File: src/mcbd_pkg.sv
package mcbd_pkg;

    // Number of buttons scanned per update (1 to 16).
    localparam int NUM_BUTTONS = 16;
    localparam int IDX_W       = (NUM_BUTTONS > 1) ? $clog2(NUM_BUTTONS) : 1;

    // Fixed field widths.
    localparam int MS_W    = 16;
    localparam int LVL_W   = 16;
    localparam int BOARD_W = 8;
    localparam int BIDX_W  = 4;
    localparam int CNT_W   = 4;
    localparam int CFG_IDX_W = 3;
    localparam int CFG_DAT_W = 16;
    localparam int IN_W    = MS_W + LVL_W + BOARD_W;
    localparam int OUT_W   = BOARD_W + BIDX_W + CNT_W;

    // Configuration register indexes.
    localparam logic [CFG_IDX_W-1:0] REG_ACTIVE_LEVEL  = 3'd0;
    localparam logic [CFG_IDX_W-1:0] REG_PRESS_DEB     = 3'd1;
    localparam logic [CFG_IDX_W-1:0] REG_RELEASE_DEB   = 3'd2;
    localparam logic [CFG_IDX_W-1:0] REG_HOLD          = 3'd3;
    localparam logic [CFG_IDX_W-1:0] REG_MULTI_GAP     = 3'd4;
    localparam logic [CFG_IDX_W-1:0] REG_MAX_CLICKS    = 3'd5;

    // Event kinds.
    localparam logic KIND_CLICK = 1'b0;
    localparam logic KIND_HOLD  = 1'b1;

    // Per-button mode.
    typedef enum logic [2:0] {
        MODE_AWAIT_PRESS   = 3'd0,
        MODE_DEB_PRESS     = 3'd1,
        MODE_AWAIT_RELEASE = 3'd2,
        MODE_DEB_RELEASE   = 3'd3,
        MODE_AWAIT_MULTI   = 3'd4
    } t_mode;

    // Controller states.
    typedef enum logic [1:0] {
        ST_IDLE  = 2'd0,
        ST_SCAN  = 2'd1,
        ST_FLUSH = 2'd2
    } t_state;

    typedef struct packed {
        logic              active_level;
        logic [MS_W-1:0]   press_deb;
        logic [MS_W-1:0]   release_deb;
        logic [MS_W-1:0]   hold;
        logic [MS_W-1:0]   multi_gap;
        logic [CNT_W-1:0]  max_clicks;
    } t_cfg;

    // Commands from the controller to the datapath.
    typedef struct packed {
        logic load;
        logic step;
        logic flush;
    } t_cmd;

    // Status from the datapath to the controller.
    typedef struct packed {
        logic emit;
        logic pend_valid;
        logic slot_free;
        logic last_idx;
    } t_stat;

endpackage

File: src/multi_click_button_detector_unit.sv
// Multi-click and hold detector for up to sixteen buttons. Each input beat
// carries the milliseconds elapsed since the previous beat, the raw button
// levels and a board id; the block scans the buttons one per clock cycle
// unless a new event waits on a held output beat, updating each button's
// debounce, hold and click-gap state, and sends one output beat per event
// in ascending button order, with tlast on the final event of that input.
// An input is accepted in the idle state, scanned in the shared update unit
// and its last event sent in the flush state. An input that causes no event
// gives no output beat. The next input is accepted while the final event of
// the previous one still waits in the output register.
module multi_click_button_detector_unit
    import mcbd_pkg::*;
(
    input  logic                 i_clk,
    input  logic                 i_rst_n,
    // Configuration write port.
    input  logic                 i_cfg_we,
    input  logic [CFG_IDX_W-1:0] i_cfg_idx,
    input  logic [CFG_DAT_W-1:0] i_cfg_data,
    // Input stream.
    input  logic                 s_axis_tvalid,
    output logic                 s_axis_tready,
    input  logic [IN_W-1:0]      s_axis_tdata,  // elapsed_ms, button_levels, board_id
    // Event stream.
    output logic                 m_axis_tvalid,
    input  logic                 m_axis_tready,
    output logic [OUT_W-1:0]     m_axis_tdata,  // event_board, button_index, click_count
    output logic                 m_axis_tuser,  // event_kind
    output logic                 m_axis_tlast
);

    t_cfg  w_cfg;
    t_cmd  w_cmd;
    t_stat w_stat;

    mcbd_cfg u_cfg (
        .i_clk      (i_clk),
        .i_rst_n    (i_rst_n),
        .i_cfg_we   (i_cfg_we),
        .i_cfg_idx  (i_cfg_idx),
        .i_cfg_data (i_cfg_data),
        .o_cfg      (w_cfg)
    );

    mcbd_ctrl u_ctrl (
        .i_clk      (i_clk),
        .i_rst_n    (i_rst_n),
        .i_in_valid (s_axis_tvalid),
        .o_in_ready (s_axis_tready),
        .i_stat     (w_stat),
        .o_cmd      (w_cmd)
    );

    mcbd_datapath u_dp (
        .i_clk       (i_clk),
        .i_rst_n     (i_rst_n),
        .i_cfg       (w_cfg),
        .i_in_data   (s_axis_tdata),
        .i_cmd       (w_cmd),
        .o_stat      (w_stat),
        .i_out_ready (m_axis_tready),
        .o_out_valid (m_axis_tvalid),
        .o_out_data  (m_axis_tdata),
        .o_out_kind  (m_axis_tuser),
        .o_out_last  (m_axis_tlast)
    );

endmodule

File: src/mcbd_cfg.sv
module mcbd_cfg
    import mcbd_pkg::*;
(
    input  logic                 i_clk,
    input  logic                 i_rst_n,
    input  logic                 i_cfg_we,
    input  logic [CFG_IDX_W-1:0] i_cfg_idx,
    input  logic [CFG_DAT_W-1:0] i_cfg_data,
    output t_cfg                 o_cfg
);

    t_cfg r_cfg;

    // Register file, written one register at a time.
    always_ff @(posedge i_clk) begin
        if (!i_rst_n) begin
            r_cfg.active_level <= 1'b0;
            r_cfg.press_deb    <= 16'd15;
            r_cfg.release_deb  <= 16'd30;
            r_cfg.hold         <= 16'd1000;
            r_cfg.multi_gap    <= 16'd400;
            r_cfg.max_clicks   <= 4'd5;
        end else if (i_cfg_we) begin
            unique case (i_cfg_idx)
                REG_ACTIVE_LEVEL: r_cfg.active_level <= i_cfg_data[0];
                REG_PRESS_DEB:    r_cfg.press_deb    <= i_cfg_data;
                REG_RELEASE_DEB:  r_cfg.release_deb  <= i_cfg_data;
                REG_HOLD:         r_cfg.hold         <= i_cfg_data;
                REG_MULTI_GAP:    r_cfg.multi_gap    <= i_cfg_data;
                REG_MAX_CLICKS:   r_cfg.max_clicks   <= i_cfg_data[CNT_W-1:0];
                default: ;
            endcase
        end
    end

    assign o_cfg = r_cfg;

endmodule

File: src/mcbd_ctrl.sv
module mcbd_ctrl
    import mcbd_pkg::*;
(
    input  logic  i_clk,
    input  logic  i_rst_n,
    input  logic  i_in_valid,
    output logic  o_in_ready,
    input  t_stat i_stat,
    output t_cmd  o_cmd
);

    t_state r_state, n_state;
    logic   w_stall;

    // A new event cannot displace the pending one while the output beat is held.
    assign w_stall = i_stat.emit && i_stat.pend_valid && !i_stat.slot_free;

    always_ff @(posedge i_clk) begin
        if (!i_rst_n) begin
            r_state <= ST_IDLE;
        end else begin
            r_state <= n_state;
        end
    end

    // Next state.
    always_comb begin
        n_state = r_state;
        unique case (r_state)
            ST_IDLE: begin
                if (i_in_valid) n_state = ST_SCAN;
            end
            ST_SCAN: begin
                if (!w_stall && i_stat.last_idx) n_state = ST_FLUSH;
            end
            ST_FLUSH: begin
                if (!i_stat.pend_valid || i_stat.slot_free) n_state = ST_IDLE;
            end
            default: n_state = ST_IDLE;
        endcase
    end

    // Outputs.
    always_comb begin
        o_cmd      = '0;
        o_in_ready = 1'b0;
        unique case (r_state)
            ST_IDLE: begin
                o_in_ready = 1'b1;
                o_cmd.load = i_in_valid;
            end
            ST_SCAN: begin
                o_cmd.step = !w_stall;
            end
            ST_FLUSH: begin
                o_cmd.flush = i_stat.pend_valid && i_stat.slot_free;
            end
            default: ;
        endcase
    end

endmodule

File: src/mcbd_datapath.sv
module mcbd_datapath
    import mcbd_pkg::*;
(
    input  logic               i_clk,
    input  logic               i_rst_n,
    input  t_cfg               i_cfg,
    input  logic [IN_W-1:0]    i_in_data,
    input  t_cmd               i_cmd,
    output t_stat              o_stat,
    input  logic               i_out_ready,
    output logic               o_out_valid,
    output logic [OUT_W-1:0]   o_out_data,
    output logic               o_out_kind,
    output logic               o_out_last
);

    // Item registers.
    logic [MS_W-1:0]    r_elapsed;
    logic [LVL_W-1:0]   r_levels;
    logic [BOARD_W-1:0] r_board;
    logic [IDX_W-1:0]   r_idx;

    // Per-button state.
    t_mode              r_mode  [NUM_BUTTONS];
    logic [CNT_W-1:0]   r_tally [NUM_BUTTONS];
    logic               r_hold  [NUM_BUTTONS];
    logic [MS_W-1:0]    r_timer [NUM_BUTTONS];

    // Pending event, held until we know whether another follows.
    logic               r_pend_valid;
    logic [BIDX_W-1:0]  r_pend_idx;
    logic               r_pend_kind;
    logic [CNT_W-1:0]   r_pend_count;

    // Output register.
    logic               r_out_valid;
    logic [BOARD_W-1:0] r_out_board;
    logic [BIDX_W-1:0]  r_out_idx;
    logic               r_out_kind;
    logic [CNT_W-1:0]   r_out_count;
    logic               r_out_last;

    // Next values for the button being scanned.
    t_mode              n_mode;
    logic [CNT_W-1:0]   n_tally;
    logic               n_hold;
    logic [MS_W-1:0]    n_timer;
    logic               w_emit;
    logic               w_kind;
    logic [CNT_W-1:0]   w_count;
    logic               w_pressed;
    logic [MS_W:0]      w_sum;
    logic [MS_W-1:0]    w_timer;
    logic [CNT_W-1:0]   w_cap;
    logic [CNT_W:0]     w_inc;
    logic               w_slot_free;

    assign w_pressed = (r_levels[BIDX_W'(r_idx)] == i_cfg.active_level);
    assign w_sum     = {1'b0, r_timer[r_idx]} + {1'b0, r_elapsed};
    assign w_timer   = w_sum[MS_W] ? {MS_W{1'b1}} : w_sum[MS_W-1:0];
    assign w_cap     = (i_cfg.max_clicks == '0) ? CNT_W'(1) : i_cfg.max_clicks;
    assign w_inc     = {1'b0, r_tally[r_idx]} + (CNT_W+1)'(1);

    // One button's mode update.
    always_comb begin
        n_mode  = r_mode[r_idx];
        n_tally = r_tally[r_idx];
        n_hold  = r_hold[r_idx];
        n_timer = w_timer;
        w_emit  = 1'b0;
        w_kind  = KIND_CLICK;
        w_count = '0;
        unique case (r_mode[r_idx])
            MODE_DEB_PRESS: begin
                if (w_timer > i_cfg.press_deb) begin
                    n_mode  = MODE_AWAIT_RELEASE;
                    n_timer = '0;
                end
            end
            MODE_AWAIT_RELEASE: begin
                if (!w_pressed) begin
                    n_mode  = MODE_DEB_RELEASE;
                    n_timer = '0;
                end else if (w_timer > i_cfg.hold) begin
                    n_hold  = 1'b1;
                    n_timer = '0;
                    w_emit  = 1'b1;
                    w_kind  = KIND_HOLD;
                end
            end
            MODE_DEB_RELEASE: begin
                if (w_timer > i_cfg.release_deb) begin
                    if (r_hold[r_idx]) begin
                        n_mode = MODE_AWAIT_PRESS;
                    end else begin
                        n_tally = (w_inc > {1'b0, w_cap}) ? w_cap : w_inc[CNT_W-1:0];
                        n_mode  = MODE_AWAIT_MULTI;
                        n_timer = '0;
                    end
                end
            end
            MODE_AWAIT_MULTI: begin
                if (w_pressed) begin
                    n_mode  = MODE_DEB_PRESS;
                    n_timer = '0;
                end else if (w_timer > i_cfg.multi_gap) begin
                    n_mode  = MODE_AWAIT_PRESS;
                    w_emit  = 1'b1;
                    w_count = r_tally[r_idx];
                end
            end
            default: begin
                n_tally = '0;
                n_hold  = 1'b0;
                n_mode  = MODE_AWAIT_PRESS;
                if (w_pressed) begin
                    n_mode  = MODE_DEB_PRESS;
                    n_timer = '0;
                end
            end
        endcase
    end

    // Item capture and scan index.
    always_ff @(posedge i_clk) begin
        if (i_cmd.load) begin
            r_elapsed <= i_in_data[MS_W-1:0];
            r_levels  <= i_in_data[MS_W+LVL_W-1:MS_W];
            r_board   <= i_in_data[IN_W-1:MS_W+LVL_W];
        end
    end

    always_ff @(posedge i_clk) begin
        if (!i_rst_n) begin
            r_idx <= '0;
        end else if (i_cmd.load) begin
            r_idx <= '0;
        end else if (i_cmd.step && !o_stat.last_idx) begin
            r_idx <= r_idx + IDX_W'(1);
        end
    end

    // Button state write-back.
    always_ff @(posedge i_clk) begin
        if (!i_rst_n) begin
            for (int b = 0; b < NUM_BUTTONS; b++) begin
                r_mode[b]  <= MODE_AWAIT_PRESS;
                r_tally[b] <= '0;
                r_hold[b]  <= 1'b0;
                r_timer[b] <= '0;
            end
        end else if (i_cmd.step) begin
            r_mode[r_idx]  <= n_mode;
            r_tally[r_idx] <= n_tally;
            r_hold[r_idx]  <= n_hold;
            r_timer[r_idx] <= n_timer;
        end
    end

    assign w_slot_free = !r_out_valid || i_out_ready;

    // Pending event.
    always_ff @(posedge i_clk) begin
        if (!i_rst_n) begin
            r_pend_valid <= 1'b0;
        end else if (i_cmd.step && w_emit) begin
            r_pend_valid <= 1'b1;
        end else if (i_cmd.flush) begin
            r_pend_valid <= 1'b0;
        end
    end

    always_ff @(posedge i_clk) begin
        if (i_cmd.step && w_emit) begin
            r_pend_idx   <= BIDX_W'(r_idx);
            r_pend_kind  <= w_kind;
            r_pend_count <= w_count;
        end
    end

    // Output beat: a displaced pending event is not last, a flushed one is.
    always_ff @(posedge i_clk) begin
        if (!i_rst_n) begin
            r_out_valid <= 1'b0;
        end else if ((i_cmd.step && w_emit && r_pend_valid) || i_cmd.flush) begin
            r_out_valid <= 1'b1;
        end else if (i_out_ready) begin
            r_out_valid <= 1'b0;
        end
    end

    always_ff @(posedge i_clk) begin
        if ((i_cmd.step && w_emit && r_pend_valid) || i_cmd.flush) begin
            r_out_board <= r_board;
            r_out_idx   <= r_pend_idx;
            r_out_kind  <= r_pend_kind;
            r_out_count <= r_pend_count;
            r_out_last  <= i_cmd.flush;
        end
    end

    assign o_stat.emit       = w_emit;
    assign o_stat.pend_valid = r_pend_valid;
    assign o_stat.slot_free  = w_slot_free;
    assign o_stat.last_idx   = (r_idx == IDX_W'(NUM_BUTTONS - 1));

    assign o_out_valid = r_out_valid;
    assign o_out_data  = {r_out_count, r_out_idx, r_out_board};
    assign o_out_kind  = r_out_kind;
    assign o_out_last  = r_out_last;

endmodule

File: config.mk
export PLATFORM = sky130hd
export DESIGN_NAME = multi_click_button_detector_unit
export DESIGN_NICKNAME = d
export VERILOG_FILES = /design/src/mcbd_pkg.sv /design/src/multi_click_button_detector_unit.sv /design/src/mcbd_cfg.sv /design/src/mcbd_ctrl.sv /design/src/mcbd_datapath.sv
export SDC_FILE = /design/constraint.sdc
export NUM_CORES = 1
export LEC_CHECK = 0
export BUFFER_PORTS_ARGS = -buffer_cell sky130_fd_sc_hd__buf_2
export CELL_PAD_IN_SITES_DETAIL_PLACEMENT = 1
export CELL_PAD_IN_SITES_GLOBAL_PLACEMENT = 2
export CORE_MARGIN = 2
export CORE_UTILIZATION = 40
export DETAILED_ROUTE_END_ITERATION = 16
export PLACE_DENSITY = 0.85
export SYNTH_ARGS = -nofsm -noshare
export SYNTH_HDL_FRONTEND = slang
export SYNTH_HIERARCHICAL = 1
export SYNTH_SLANG_ARGS = --single-unit
File: constraint.sdc
create_clock -name i_clk -period 8.85 [get_ports i_clk]
set_clock_uncertainty 0.05 [all_clocks]
set_input_delay 0.885 -clock i_clk [delete_from_list [all_inputs] [get_ports i_clk]]
set_output_delay 0.885 -clock i_clk [all_outputs]
set_load 0.01 [all_outputs]
==> results.md, run 1 <==
- Status: finished, final reports clean
- Largest net degree at the start of global routing: 121
- Routability Congestion: a little under 0.9
- Hold Path Stages: 0
- Core region area: between 60000 and 70000 um2
- P_leak: ~10 nW
- Overall power: 6.332 mW
- Fraction of layout cells with a size suffix above 1: between 10% and 20%
- Synth area leader: edfxtp_1
- DP Cell Count: around 2.8k
- Post-Syn Nets: between 2k and 2.5k
- Post-synth ARST share: 0%
- Clock transition at the registers of the reported paths: around 0.06 ns
- Top-area cell type share of the netlist area: about half
- Clock period minus worst slack: 8.525 ns
- Worst Setup Start Kind: flop
- Mean Syn Cell Area: 13.22 um2
- Placed inst area: 27010 um2
- Routed vias: around 17k
- Post-synth EDFFs: between 400 and 500
- First-pass GRT wire length: between 100000 and 150000 um
- Worst Hold Path EP: u_dp/r_out_board[1]
- Sequential fraction of the synthesis area: around three fifths
- HP Class: flop to flop
- Setup violators final: 0
- Ports: between 80 and 90
- Highest Clock Rate: 0.1173 GHz
- Initial DRC count: about 1.4k
- Die Y: between 200 and 300 um
- Routed len/inst: 26.71 um
- DIE AREA: approximately 66000 um2
- Drc violations: 0
- # nets final: ~2.2k
- Ant. Diodes: 0
- Period utilization: a little over nine tenths
- Synth top area cells: edfxtp_1 (51%), mux4_2 (9.9%), dfxtp_1 (7.6%), ha_1 (4.3%), nor2_1 (2.9%)
- PD cells: roughly 220 nW/um2
- CTS Sinks: between 500 and 600
- Synth Instances: 1945
- R2r setup slk: around 0.33 ns
- Routed Antenna Nets: 0
- Final non-filler cell total: just under 3k
- Vias in the first global route: approximately 18k
- Final WS setup: 0.3253 ns
- Initial antenna violation count: 0
- Most common cell in the synthesized netlist: edfxtp_1
- Netlist cell types: 80
- Worst Max-Slew Pin Slew: between 1 and 1.5 ns
- Initial DRT Pass Iterations: 6
- Total track usage: 23.25%
- CTS tree: done
- Maxcap violations: 0
- Starting Density: between 40% and 50%
- Vias/cell: a little under 6
- #FFs+latches synth: around 530
- R2r worst-path depth: 27
- Mapped Area: 25720 um2
- Endpoint class of the critical path: flop
- Top FF cell, synth: edfxtp_1
- Post-DP HPWL: 52320 um
- Root buf cell: clkbuf_16
- Final Hold Fails: 0
- Hold Buf Count CTS: 0
- Synth-to-Final Area Change: 12.61%
- Worst ir drop on vdd: between 0.00015 and 0.0002 V
- DRT Wirelength: about 77000 um
- # rows: 92
- Required time of the worst setup path: a little over 9 ns
- Yosys warnings: 6
- Clk buf depth: 3
- FF-to-FF End: u_dp/r_timer[8][2]
- Die W: roughly 260 um
- CTS Buf Count: 54
- CP arrival: around 8.9 ns
- CTS HTree Levels: 2
- Fin area: 28960 um2
- Number of fillers in the final layout: 6510
- Crit Path Class: flop to flop
- Slew headroom: between 15 and 20%
- GR Overflow Total: 0
- Fin util: between 40% and 50%
- Maximum fanout along the worst path: 16
- Hold_sp: u_dp/r_board[1]
- Worst skew pair latency: 0.61 ns
- RSZ-0062 raised after global routing: true
- Place WS: -0.007540 ns
- Pins over their slew limit: 0
- Most instantiated cells after synthesis: edfxtp_1 (435), nor2_1 (199), nand2_1 (131)
- Port bufs: slightly above 80
[registers in the layout, summed over array words and instances, names as in the netlist, 4 cells and up, named ones only]
name,count
u_dp/r_timer,256
u_cfg/o_cfg,69
u_dp/r_tally,64
u_dp/r_mode,48
u_dp/r_elapsed,16
u_dp/r_hold,16
u_dp/r_levels,16
u_dp/r_board,8
u_dp/r_out_board,8
u_dp/r_idx,4
u_dp/r_out_count,4
u_dp/r_out_idx,4
u_dp/r_pend_count,4
u_dp/r_pend_idx,4
[kinds of logic (layout without fill, tap and decap cells)]
family                   Yosys count  count (layout)  synth area share [%]
XOR/XNOR                          18              18                0.6422
AO/OA/AOI/OAI                    234             234                 6.626
AND/OR/NAND/NOR                  645             645                 12.31
multiplexers                     195             195                 13.47
adder cells (fa/ha/maj)           90              90                 4.407
flip-flops                       532             532                 58.34
buffers and inverters            231             338                 4.213
[power breakdown]
group | total (mW) | leakage [nW] | switching (mW) | internal, mW
logic | 1.20 | 4.35 | 0.798 | 0.402
clock network | 2.30 | 0.852 | 0.962 | 1.34
registers | 2.83 | 5.22 | 0.0406 | 2.79
[per-stage QoR]
step,setup TNS [ns],hold WS (ns)
after global placement,0,0.3501
final,0,0.3701
after global routing,-1.097,0.3826
after CTS,0,0.3709
after detailed placement,-0.007540,0.3563
after floorplan,0,0.3503
[worst max-delay path by stage]
| stage | endpoint | cells after the start |
|---|---|---|
| 2_1_floorplan | u_dp/r_mode[3][0] | 33 |
| 3_3_place_gp | u_dp/r_out_count[1] | 25 |
| 3_5_place_dp | u_dp/r_timer[14][12] | 25 |
| 4_1_cts | u_dp/r_timer[12][11] | 25 |
| 5_1_grt | u_dp/r_timer[8][6] | 25 |
| 6_report | u_dp/r_timer[8][2] | 27 |
[layout by cell type, fill, tap and decap left out, drive strengths merged, types with 52 or more instances in the layout]
master	netlist	final
clkbuf	74	76
dfxtp	97	97
edfxtp	435	435
nor3	102	102
a21oi	102	102
ha	89	89
mux4	119	119
mux2i	74	74
nor2	199	199
nor3b	52	52
inv	89	89
buf	68	151
nand2	131	131
[critical path, stage by stage, from the launching register on]
cell	delay, ns
dfxtp_4	0.51
buf_4	0.29
mux4_2	0.54
mux4_2	0.55
ha_1	0.38
a21o_1	0.24
a311oi_1	0.30
buf_4	0.19
o22ai_1	0.16
or2_2	0.43
or4_1	0.49
nand2_1	0.10
inv_1	0.13
ha_1	0.33
nand4_1	0.18
nor4_1	0.33
inv_1	0.10
o21ai_0	0.21
nand2_1	0.20
and3_1	0.24
nand2b_1	0.15
and3b_1	0.21
nor3b_2	0.16
buf_4	0.17
and3_1	0.35
nand3_1	0.77
buf_4	0.46
nor2_1	0.10
[cell type report]
type,count,area [um2],area share (%)
Inverter,89,334.1,1.153
Sequential cell,532,15010,51.84
Clock inverter,22,220.2,0.7603
Timing Repair Buffer,151,1003,3.465
Clock buffer,76,1528,5.275
Multi-Input combinational cell,1182,9806,33.86
Tap cell,846,1059,3.655
[per-layer routing]
layer | up-vias | GRT usage (%) | wire (um)
li1 | 7445 | - | -
met4 | 0 | 6.952 | 1997
met5 | - | 0 | 0
met1 | 8896 | 31.46 | 32650
met2 | 672 | 39.05 | 37910
met3 | 127 | 3.269 | 4854
[repair_timing]
action,CTS,global route
endpoints found under the setup margin,2,464
pin swaps,0,1
gates cloned,0,0
buffers inserted,0,14
resized for setup,1,20
(Power assumes the default switching activity.)
==> run 2, diff against run 1 <==
--- a/config.mk
+++ b/config.mk
@@ -6,12 +6,10 @@
 export NUM_CORES = 1
 export LEC_CHECK = 0
 export BUFFER_PORTS_ARGS = -buffer_cell sky130_fd_sc_hd__buf_2
-export CELL_PAD_IN_SITES_DETAIL_PLACEMENT = 1
-export CELL_PAD_IN_SITES_GLOBAL_PLACEMENT = 2
 export CORE_MARGIN = 2
 export CORE_UTILIZATION = 40
 export DETAILED_ROUTE_END_ITERATION = 16
-export PLACE_DENSITY = 0.85
+export PLACE_DENSITY = 0.58
 export SYNTH_ARGS = -nofsm -noshare
 export SYNTH_HDL_FRONTEND = slang
 export SYNTH_HIERARCHICAL = 1
==> results.md, run 2 (synthesis gave the netlist of run 1 again) <==
- Setup violators final: 0
- Drc violations: 0
- Worst Max-Slew Pin Slew: 1.227 ns
- Maxcap violations: 0
- Maximum fanout along the worst path: 32
- R2r worst-path depth: 25
- CP arrival: between 8 and 9 ns
- Post-CTS Repair Setup Buffers: 0
- Hold Buf Count CTS: 0
- Crit Path Class: flop to flop
- FF-to-FF End: u_dp/r_timer[10][15]
- Period utilization: 93.45%
- # nets final: about 2.2k
- Slowest CP cell: mux4_2
- Commonest non-fill, non-tap cell in the layout: edfxtp_1
- Initial DRC count: between 1.5k and 2k
- Synth-to-Final Area Change: 12.20%
- CP max stage delay: approximately 0.55 ns
- Clock Power Share: between 30% and 40%
- Routability Congestion: about 0.89
- R2r setup slk: about 0.58 ns
- Final Hold Fails: 0
- First-pass GRT wire length: about 110000 um
- Logic pwr share: between 10% and 20%
- RSZ-0062 raised after global routing: false
- Core region area: 63310 um2
- Vias in the first global route: 17.06k
- Ant. Diodes: 0
- Clock period minus worst slack: around 8.3 ns
- Initial DRT Pass Iterations: 6
- DIE AREA: between 60000 and 70000 um2
- Vias/cell: 5.789
- Status: finished, final reports clean
- CTS Sinks: approximately 530
- Worst Hold Path EP: u_dp/r_out_board[1]
- PD cells: between 200 and 250 nW/um2
- Worst Setup Start Kind: flop
- Place WS: -0.07073 ns
- Total track usage: 22.28%
- P_leak: between 10 and 15 nW
- Starting Density: about two fifths
- Worst skew pair latency: roughly 0.6 ns
- Net Sw Power: between 1.5 and 2 mW
- Register area: roughly 15000 um2
- # rows: 92
- Hold_sp: u_dp/r_board[1]
- HP Class: flop to flop
- Final WS setup: 0.5801 ns
- Int Pwr: 4.470 mW
- CTS tree: done
- GR Overflow Total: 0
- DRT Wirelength: around 74000 um
- Highest Clock Rate: between 0.1 and 0.15 GHz
- Sw Share: between 20% and 30%
- Slew headroom: approximately 18%
- Area occupied by multi-input gates: just under 10000 um2
- Hold Path Stages: 0
- Fraction of layout cells with a size suffix above 1: a little under a fifth
- Port bufs: 83
- DP Cell Count: ~2.8k
- Routed Antenna Nets: 0
- Routed len/inst: between 20 and 30 um
- Number of fillers in the final layout: about 5.7k
- Share of power burned in registers: 45.2%
- Root buf cell: clkbuf_16
- Top reg by flops: u_dp/r_timer
- Routed vias: 16.75k
- CTS Buf Count: 54
- Die Y: approximately 260 um
- Clock transition at the registers of the reported paths: roughly 0.060 ns
- Worst ir drop on vdd: ~0.00018 V
- Commonest non-fill, non-tap cells in the layout: edfxtp_1 (435), nor2_1 (197), nand2_1 (115), mux4_2 (113), nor3_1 (102)
- Endpoint class of the critical path: flop
- Largest net degree at the start of global routing: between 100 and 150
- Pins over their slew limit: 0
- Most used cell, CP: nand2_1
- Ports: 84
- Die W: approximately 260 um
- Largest register FFs: between 200 and 300
- Required time of the worst setup path: roughly 9.0 ns
- Initial antenna violation count: 0
- Post-DP HPWL: between 40000 and 50000 um
- Clk buf depth: 3
- Final non-filler cell total: 2894
- CTS HTree Levels: 2
-- run 2: changes by cell type in the layout (fill, tap and decap cells not counted), moves of 2 or more --
cell,delta
buf_6,+6
clkbuf_1,+5
nand2b_2,+2
clkinv_1,-6
bufinv_16,-2
nand2_4,-8
clkinvlp_4,+3
buf_4,-10
nand2b_4,-2
nand2_2,+9
-- run 2: metrics by stage --
stage	instance area [um2]	setup TNS, ns	util [%]	hold slack (ns)	power (mW)
after floorplan	25790	0	-	0.3503	3.679
after global placement	27090	-3.197	42.79	0.3517	4.018
after detailed placement	27090	-0.6236	42.79	0.3545	4.035
after CTS	28800	0	45.49	0.3654	6.274
after global routing	28860	0	45.58	0.3739	6.473
final	28860	0	45.58	0.3688	6.251
-- run 2: worst max-delay path, delay by kind of cell (launching register included) --
family | cells | cell delay, ns
muxes | 2 | 1.06
and+or+nand+nor | 13 | 3.74
AOI/OAI and AO/OA | 4 | 0.85
buffers and inverters | 4 | 0.94
adders and majority gates | 2 | 0.80
DFF | 1 | 0.43
-- run 2: layer usage --
metal / up-vias / global-route usage (%) / part of all wire [%]
met5: - / 0 / 0
met1: 8446 / 30.81 / 43
met4: 0 / 8.494 / 3.8
li1: 7443 / - / -
met3: 153 / 3.504 / 7.6
met2: 710 / 35.51 / 46
-- run 2: timing repair --
action / CTS / global route
setup endpoints to repair: 123 / 280
pin swaps: 0 / 0
gates resized for setup: 1 / 16
-- run 2: how the worst max path moves through the flow --
stage	cells after the start	start	end
detailed placement	25	flop	u_dp/r_timer[15][15]
global route	25	flop	u_dp/r_timer[4][6]
finish	25	flop	u_dp/r_timer[10][15]
global placement	27	flop	u_dp/r_timer[14][12]
CTS	24	flop	u_dp/r_timer[15][15]
floorplan	33	flop	u_dp/r_mode[3][0]
-- run 2: final cells by class --
cell class,count,area share (%)
clock buffer,81,5.320
timing repair buffer,146,3.382
tap,846,3.668
clock inverter,18,0.5854
inverter,89,1.158
sequential,532,52.03
multi-input combinational,1182,33.86
-- run 2: power groups by stage --
stage,combinational [mW],sequential [mW],clock (mW)
2_1_floorplan,0.823,2.86,0
3_3_place_gp,1.14,2.87,0
3_5_place_dp,1.16,2.88,0
4_1_cts,1.17,2.82,2.28
5_1_grt,1.28,2.83,2.37
6_report,1.18,2.82,2.24
==> run 3, diff against run 2 <==
--- a/config.mk
+++ b/config.mk
@@ -5,11 +5,11 @@
 export SDC_FILE = /design/constraint.sdc
 export NUM_CORES = 1
 export LEC_CHECK = 0
+export ABC_AREA = 1
 export BUFFER_PORTS_ARGS = -buffer_cell sky130_fd_sc_hd__buf_2
 export CORE_MARGIN = 2
 export CORE_UTILIZATION = 40
 export DETAILED_ROUTE_END_ITERATION = 16
-export PLACE_DENSITY = 0.58
 export SYNTH_ARGS = -nofsm -noshare
 export SYNTH_HDL_FRONTEND = slang
 export SYNTH_HIERARCHICAL = 1
==> results.md, run 3 <==
- Status: finished, final reports clean
- First-pass GRT wire length: between 100000 and 150000 um
- Total track usage: 22.88%
- CTS tree: done
- Synth area leader: edfxtp_1
- Yosys warnings: 6
- Required time of the worst setup path: approximately 9.1 ns
- Routed vias: ~20k
- CP arrival: approximately 8.2 ns
- Slowest CP cell: nor2_1
- Post-Syn Nets: about 3.0k
- Pins over their slew limit: 0
- Maxcap violations: 0
- Sequential fraction of the synthesis area: a little under three fifths
- Worst ir drop on vdd: 0.0001404 V
- RSZ-0062 raised after global routing: false
- Die W: ~260 um
- Hold Buf Count CTS: 0
- # rows: between 90 and 100
- CTS HTree Levels: 2
- Maximum fanout along the worst path: around 130
- Fin util: between 40% and 50%
- P_leak: around 12 nW
- DRT Wirelength: 77380 um
- GR Overflow Total: 0
- Fraction of layout cells with a size suffix above 1: a little over an eighth
- Largest register FFs: between 200 and 300
- Commonest non-fill, non-tap cells in the layout: nor2_1 (575), edfxtp_1 (435), nand2_1 (417), inv_1 (251), nand3_1 (200)
- Synth top area cells: edfxtp_1 (50%), nor2_1 (8.2%), dfxtp_1 (7.4%), nand2_1 (6.0%), ha_1 (4.2%)
- Post-CTS Repair Setup Buffers: 0
- Die Y: approximately 260 um
- Worst Setup Start Kind: flop
- Top reg by flops: u_dp/r_timer
- CTS Buf Count: 57
- Port bufs: 83
- Most instantiated cells after synthesis: nor2_1 (576), edfxtp_1 (435), nand2_1 (417)
- Clock period minus worst slack: between 7 and 8 ns
- Top-area cell type share of the netlist area: 49.69%
- Endpoint class of the critical path: flop
- Initial DRT Pass Iterations: 7
- Worst Max-Slew Pin Slew: between 1 and 1.5 ns
- Core region area: about 65000 um2
- Fin area: between 20000 and 30000 um2
- CTS Sinks: 532
- Starting Density: between 40% and 50%
- Drc violations: 0
- Synth Instances: 2806
- Setup violators final: 0
- Ports: 84
- HP Class: input pin to flop
- Clock transition at the registers of the reported paths: 0.06 ns
- Routability Congestion: around 0.93
- CP max stage delay: ~0.69 ns
- Post-synth ARST share: 0%
- Initial DRC count: roughly 2.3k
- Mapped Area: 26290 um2
- Root buf cell: clkbuf_16
- Final Hold Fails: 0
- Worst skew pair latency: about 0.65 ns
- Largest net degree at the start of global routing: 128
- Period utilization: between 80% and 90%
- #FFs+latches synth: 532
- Most used cell, CP: nand2_1
- Number of fillers in the final layout: 6166
- Register area: roughly 15000 um2
- DIE AREA: 67790 um2
- PD cells: about 230 nW/um2
- Initial antenna violation count: 2
- Synth-to-Final Area Change: 11.49%
- Slew headroom: 18.95%
- Clk buf depth: 3
- Mean Syn Cell Area: between 9 and 10 um2
- Highest Clock Rate: approximately 0.13 GHz
- Commonest non-fill, non-tap cell in the layout: nor2_1
- Most common cell in the synthesized netlist: nor2_1
- Vias in the first global route: around 20k
- Routed len/inst: between 20 and 25 um
- Post-route setup TNS: 0 ns
- # nets final: ~3k
- Netlist cell types: 47
- Crit Path Class: flop to flop
- Top FF cell, synth: edfxtp_1
- Routed Antenna Nets: 0
- Placed inst area: between 20000 and 30000 um2
- Area occupied by multi-input gates: ~9400 um2
- Post-CTS sizing: 0
- Post-DP HPWL: 51620 um
- Vias/cell: between 5 and 6
- Post-synth EDFFs: between 400 and 500
==> run 3: changes by cell type in the layout (fill, tap and decap cells not counted), moves of 101 or more <==
cell,before,now
nor2_2,1,106
nor2_1,197,575
nand3_1,49,200
nor3_1,102,1
inv_1,89,251
mux4_2,113,0
nand2_1,115,417
o21ai_0,18,195
==> run 3: power breakdown <==
group	total (mW)	leakage [nW]	switching [mW]	internal, mW
Combinational	1.35	5.51	1.01	0.334
Clock	2.50	0.946	1.03	1.47
Sequential	2.83	5.23	0.0343	2.79
Total	6.68	11.7	2.08	4.60
==> run 3: worst max-delay path: cells and delay by family, from the launching register on <==
kind                     cells  cell delay [ns]
flip-flops                   1             0.37
buffers and inverters        8             1.89
AO/OA/AOI/OAI                5             1.01
AND/OR/NAND/NOR             23             3.65
adder cells (fa/ha/maj)      2             0.58
==> run 3: layout make-up <==
| type | instances | area share [%] |
|---|---|---|
| diodes | 1 | 0.008538 |
| multi-input cells | 1844 | 32.18 |
| clock buffers | 71 | 5.148 |
| flip-flops and latches | 532 | 51.22 |
| well taps | 855 | 3.650 |
| clock inverters | 36 | 1.503 |
| repair buffers | 135 | 2.928 |
| inverters | 262 | 3.364 |
==> run 3: path summary, 6_finish.rpt <==
check / from / to / slack [ns] / cells past startpoint
max: flop / u_dp/r_tally[13][0] / 0.89 / 38
min: s_axis_tdata[29] / u_dp/r_levels[13] / 0.36 / 1
min reg2reg: u_dp/r_board[2] / u_dp/r_out_board[2] / 0.37 / 0
max reg2reg: flop / u_dp/r_tally[13][0] / 0.89 / 38
==> run 3: metrics by stage <==
stage | setup slack [ns] | power [mW] | hold WS, ns | std cells
6_report | 0.8893 | 6.676 | 0.3628 | 3736
5_1_grt | 0.4156 | 6.934 | 0.3527 | 3735
4_1_cts | 1.080 | 6.695 | 0.3409 | 3735
3_5_place_dp | 1.159 | 4.213 | 0.3545 | 3628
3_3_place_gp | 1.301 | 4.190 | 0.3508 | 3628
2_1_floorplan | 2.112 | 3.775 | 0.3503 | 2806
==> run 3: routing by layer <==
| layer | wire length [um] | part of all wire, % | global-route usage (%) | vias up |
|---|---|---|---|---|
| met5 | 26 | 0.034 | 0 | - |
| met4 | 3002 | 3.9 | 9.175 | 4 |
| met3 | 5199 | 6.7 | 2.535 | 163 |
| met2 | 35960 | 46 | 37.03 | 829 |
| met1 | 33190 | 43 | 31.47 | 9799 |
| li1 | - | - | - | 9466 |
==> run 3: kinds of logic after synthesis <==
kind of cell,after synthesis,share of synthesized area (%)
buffers and inverters,430,7.115
flip-flops,532,57.07
AND/OR/NAND/NOR,1358,22.62
AO/OA/AOI/OAI,388,8.619
adder cells (fa/ha/maj),90,4.312
XOR/XNOR,8,0.2665
